[src/hdl/matrix_multiply_unit_macros.svh]
// Assertion macros shared by the matrix multiply unit.
`ifndef MATRIX_MULTIPLY_UNIT_MACROS_SVH
`define MATRIX_MULTIPLY_UNIT_MACROS_SVH
`ifndef NO_ASSERTIONS
`define MMU_ASSERT_IMPLY(label, clk, rst, ante, cons) \
   label: assert property (@(posedge clk) disable iff (rst) (ante) |-> (cons)) \
      else $error("assertion failed");
`define MMU_ASSERT_NEXT(label, clk, rst, ante, cons) \
   label: assert property (@(posedge clk) disable iff (rst) (ante) |=> (cons)) \
      else $error("assertion failed");
`else
`define MMU_ASSERT_IMPLY(label, clk, rst, ante, cons)
`define MMU_ASSERT_NEXT(label, clk, rst, ante, cons)
`endif
`endif

[src/hdl/mmu_pkg.sv]
// Types and constants of the matrix multiply unit.
`default_nettype none
package mmu_pkg;
   localparam int MAX_DIM = 8;
   localparam int IDX_W   = $clog2(MAX_DIM);
   localparam int DIM_W   = 4;
   localparam int VAL_W   = 32;
   localparam int ACC_W   = 2 * VAL_W + IDX_W;

   localparam logic [1:0] OP_WRITE_A = 2'd0;
   localparam logic [1:0] OP_WRITE_B = 2'd1;
   localparam logic [1:0] OP_COMPUTE = 2'd2;

   localparam logic [1:0] CSR_A_ROWS = 2'd0;
   localparam logic [1:0] CSR_A_COLS = 2'd1;
   localparam logic [1:0] CSR_B_ROWS = 2'd2;
   localparam logic [1:0] CSR_B_COLS = 2'd3;

   typedef struct packed {
      logic [1:0]              op;
      logic [2:0]              row_index;
      logic [2:0]              col_index;
      logic signed [VAL_W-1:0] value;
   } req_type;

   typedef struct packed {
      logic [2:0]              out_row;
      logic [2:0]              out_col;
      logic signed [VAL_W-1:0] product;
      logic                    saturated;
      logic                    last;
   } rsp_type;

   typedef struct packed {
      logic clear;
      logic mul_en;
      logic acc_en;
      logic shift;
   } cell_ctrl_type;
endpackage
`default_nettype wire

[src/hdl/mmu_cell.sv]
// One multiply-accumulate cell of the output row chain.
`default_nettype none
module mmu_cell (
   input  wire logic                                  clock,
   input  wire mmu_pkg::cell_ctrl_type                ctrl,
   input  wire logic signed [mmu_pkg::VAL_W-1:0]      a_value,
   input  wire logic signed [mmu_pkg::VAL_W-1:0]      b_value,
   input  wire logic signed [mmu_pkg::ACC_W-1:0]      shift_in,
   output logic signed      [mmu_pkg::ACC_W-1:0]      acc_out
);
   import mmu_pkg::*;

   logic signed [2*VAL_W-1:0] prod_ff;
   logic signed [ACC_W-1:0]   acc_ff;

   always_ff @(posedge clock) begin
      if (ctrl.mul_en) begin
         prod_ff <= a_value * b_value;
      end
      if (ctrl.clear) begin
         acc_ff <= '0;
      end else if (ctrl.acc_en) begin
         acc_ff <= acc_ff + ACC_W'(prod_ff);
      end else if (ctrl.shift) begin
         acc_ff <= shift_in;
      end
   end

   assign acc_out = acc_ff;
endmodule
`default_nettype wire

[config.mk]
export PLATFORM = sky130hd
export DESIGN_NAME = mmu_cell
export DESIGN_NICKNAME = d
export VERILOG_FILES = /design/src/hdl/matrix_multiply_unit_macros.svh /design/src/hdl/mmu_pkg.sv /design/src/hdl/mmu_cell.sv
export SDC_FILE = /design/constraint.sdc
export NUM_CORES = 2
export LEC_CHECK = 0
export BUFFER_PORTS_ARGS = -buffer_cell sky130_fd_sc_hd__buf_4
export CORE_AREA = 2 2 426 428
export DETAILED_ROUTE_END_ITERATION = 6
export DIE_AREA = 0 0 428 430
export GPL_TIMING_DRIVEN = 0
export SLEW_MARGIN = 20
export SYNTH_ARGS = -nofsm -noshare
export SYNTH_HDL_FRONTEND = slang
export SYNTH_SLANG_ARGS = --single-unit
[constraint.sdc]
create_clock -name clock -period 12.5 [get_ports clock]
set_input_delay 0.625 -clock clock [delete_from_list [all_inputs] [get_ports clock]]
set_output_delay 0.625 -clock clock [all_outputs]
set_load 0.03 [all_outputs]
==> results.toml <==
[grt]
grt_pass1_vias = 37100
grt_pass1_wl_mm = 251
grt_usage_pct = 18.6
grt_max_degree = 65
grt-ovfl-total = 0
antenna_found_initial = 38

[synth]
synth_warnings = 0
synth_top_area_share_pct = 48.6
synth-edff-count = 64
synth-seq-cells = 131
syn_inst = 4792
ys_types = 73
synth_area_leaders = "fa_1 49%, inv_1 8.4%, and2_1 7.3%, ha_1 7.0%, nand2_1 4.7%"
ys_seq_area_share_pct = 7.31
synth_area_leader_cell = "fa_1"
synth_ff_type = "dfxtp_1"
async_flop_share_pct = 0
syn-num-nets = 6261
avgSynthCellArea_um2 = 9.31
syn_area_um2 = 44600

[detailed_routing]
detail_route.first_pass.iterations = 5
avgRoutedWirePerCell_um = 23.2
drt_iter0_drc = 3106
vias = 35400
drcViolationCount = 0
drt-total-wl_mm = 172
ant_nets = 0
via_per_inst = 4.78

[run_status]
status = "finished, final reports clean"

[worst_setup_path]
slowest_delay_ps = 940
endpoint_kind = "flip-flop"
start_kind = "input pin"
crit_buf_inv = 6
cpMostUsedCell = "fa_1"
crit_family = "adder cells"
required_ps = 12650
slowest_stage = "clkbuf_1"
crit_type = "in2reg"
crit_fanout = 10
arrival_ps = 10100

[timing]
finalMaxSlewViolations = 0
period_needed_ps = 9950
grt_setup_unrepaired = "false"
hold_violations = 0
finalCritPeriodShare_pct = 79.6
tightest_slew_ps = 1320
finalSetupViolations = 0
holdWs_ps = 479
fin_setup_tns_ps = 0
fin_skew_ps = 13.0
fin_ws_ps = 2550
relSlewSlack_pct = 12.0
max_freq_ghz = 0.100

[floorplanning]
die_x_um = 428
dieArea_um2 = 184000
core-area_um2 = 180000
start_util_pct = 24.8
die_h_um = 430
rows = 156
io-pin-count = 203

[place]
dp_slack_ps = 2300
place.port_buffers = 200
gp_congestion = 1.01
place_inst = 7363
place.detailed.hpwl_mm = 148

[hold_path]
hold_path.class = "in2reg"

[finish]
final_cell_mix = "1082 x fa_1, 1004 x inv_1, 556 x nand2_1, 523 x and2_1, 254 x clkbuf_1"
finish.net_count = 6481
final_cells = 7406
multi_input_area_um2 = 36600
drive_gt1_share_pct = 5.19
fillerInstances = 19100
regArea_um2 = 3260
area_delta_synth_final_pct = 11.4
layout_commonest_cell = "fa_1"

[cts]
clkSlewWorstSetupHoldPaths_ps = 70
clock_latency_ps = 440
cts_setup_buffers = 0
clock-sinks = 131
cts-root-buf = "clkbuf_16"
htree_levels = 4
cts_tree = "yes"
postCtsHoldBufs = 0
clockBufferDepth = 2
cts-buffers-inserted = 17
postCtsResizedCells = 0

[job]
max_cap_violations = 0
[per-layer routing]
layer  global-route usage [%]  wire length, µm  part of all wire (%)
met5                        0              207                  0.12
met4                     11.0            12000                   7.0
met3                     4.43            16100                   9.4
met2                     29.0            77000                    45
met1                     23.5            66300                    39
[worst paths after layout]
path	cells after the start	slack, ps	from	endpoint
max reg2reg	14	8070	acc_out[0]	acc_out[64]
max	27	2550	a_value[14]	prod_ff[63]
min reg2reg	2	620	acc_out[53]	acc_out[53]
min	3	480	shift_in[55]	acc_out[55]
[synthesized netlist by cell type (4+ instances only)]
cell	n
xor2_1	32
a221oi_1	4
and3_1	5
clkbuf_1	253
nand4_1	30
fa_1	1083
mux2i_1	36
o211ai_1	8
nor2_1	139
edfxtp_1	64
nor2b_1	40
and2_1	523
a21oi_1	152
nand2b_1	19
o21a_1	14
nand4b_1	5
a211oi_1	87
o21bai_1	26
inv_1	1004
o21ai_0	70
dfxtp_1	67
o31ai_1	10
xnor2_1	93
a22oi_1	4
nor3_1	14
buf_2	5
or2_2	7
ha_1	250
a31oi_1	19
nor4_1	4
nand2_1	556
or3_1	4
o21ai_1	7
a21o_1	62
a21boi_0	4
a221o_1	4
o22ai_1	6
nand3_1	26
[through the flow]
step           area (µm²)  utilization (%)
6_report            49700             27.7
5_1_grt             49700             27.6
4_1_cts             49700             27.6
3_5_place_dp        49100             27.3
3_3_place_gp        49100             27.3
2_1_floorplan       44600                -
[final cells by class]
cell class	count	area share [%]
antenna	11	0.0554
buffer	261	1.99
clock buffer	19	0.871
clock inverter	13	0.272
inverter	1005	7.59
multi-input combinational	3395	73.6
sequential	131	6.56
tap	2370	5.97
timing repair buffer	201	3.08
[registers in the layout (all words and copies together), names as in the netlist]
signal / count
prod_ff: 64
acc_out: 67
[worst register-to-register path, delay by kind of cell (launching register included)]
kind	cells	cell delay [ps]
AND/OR/NAND/NOR	2	740
multiplexers	1	390
adder cells (fa/ha/maj)	2	620
buffers and inverters	1	50
AO/OA/AOI/OAI	8	2110
flip-flops	1	450
[kinds of logic after synthesis]
logic type / synth area share (%)
AO/OA/AOI/OAI: 7.60
XOR/XNOR: 2.45
adder cells (fa/ha/maj): 55.6
buffers and inverters: 10.7
flip-flops: 7.31
multiplexers: 0.883
AND/OR/NAND/NOR: 15.5
Power is not shown: default switching activity piles up to over one toggle a cycle in this logic, so the estimate is an artifact.
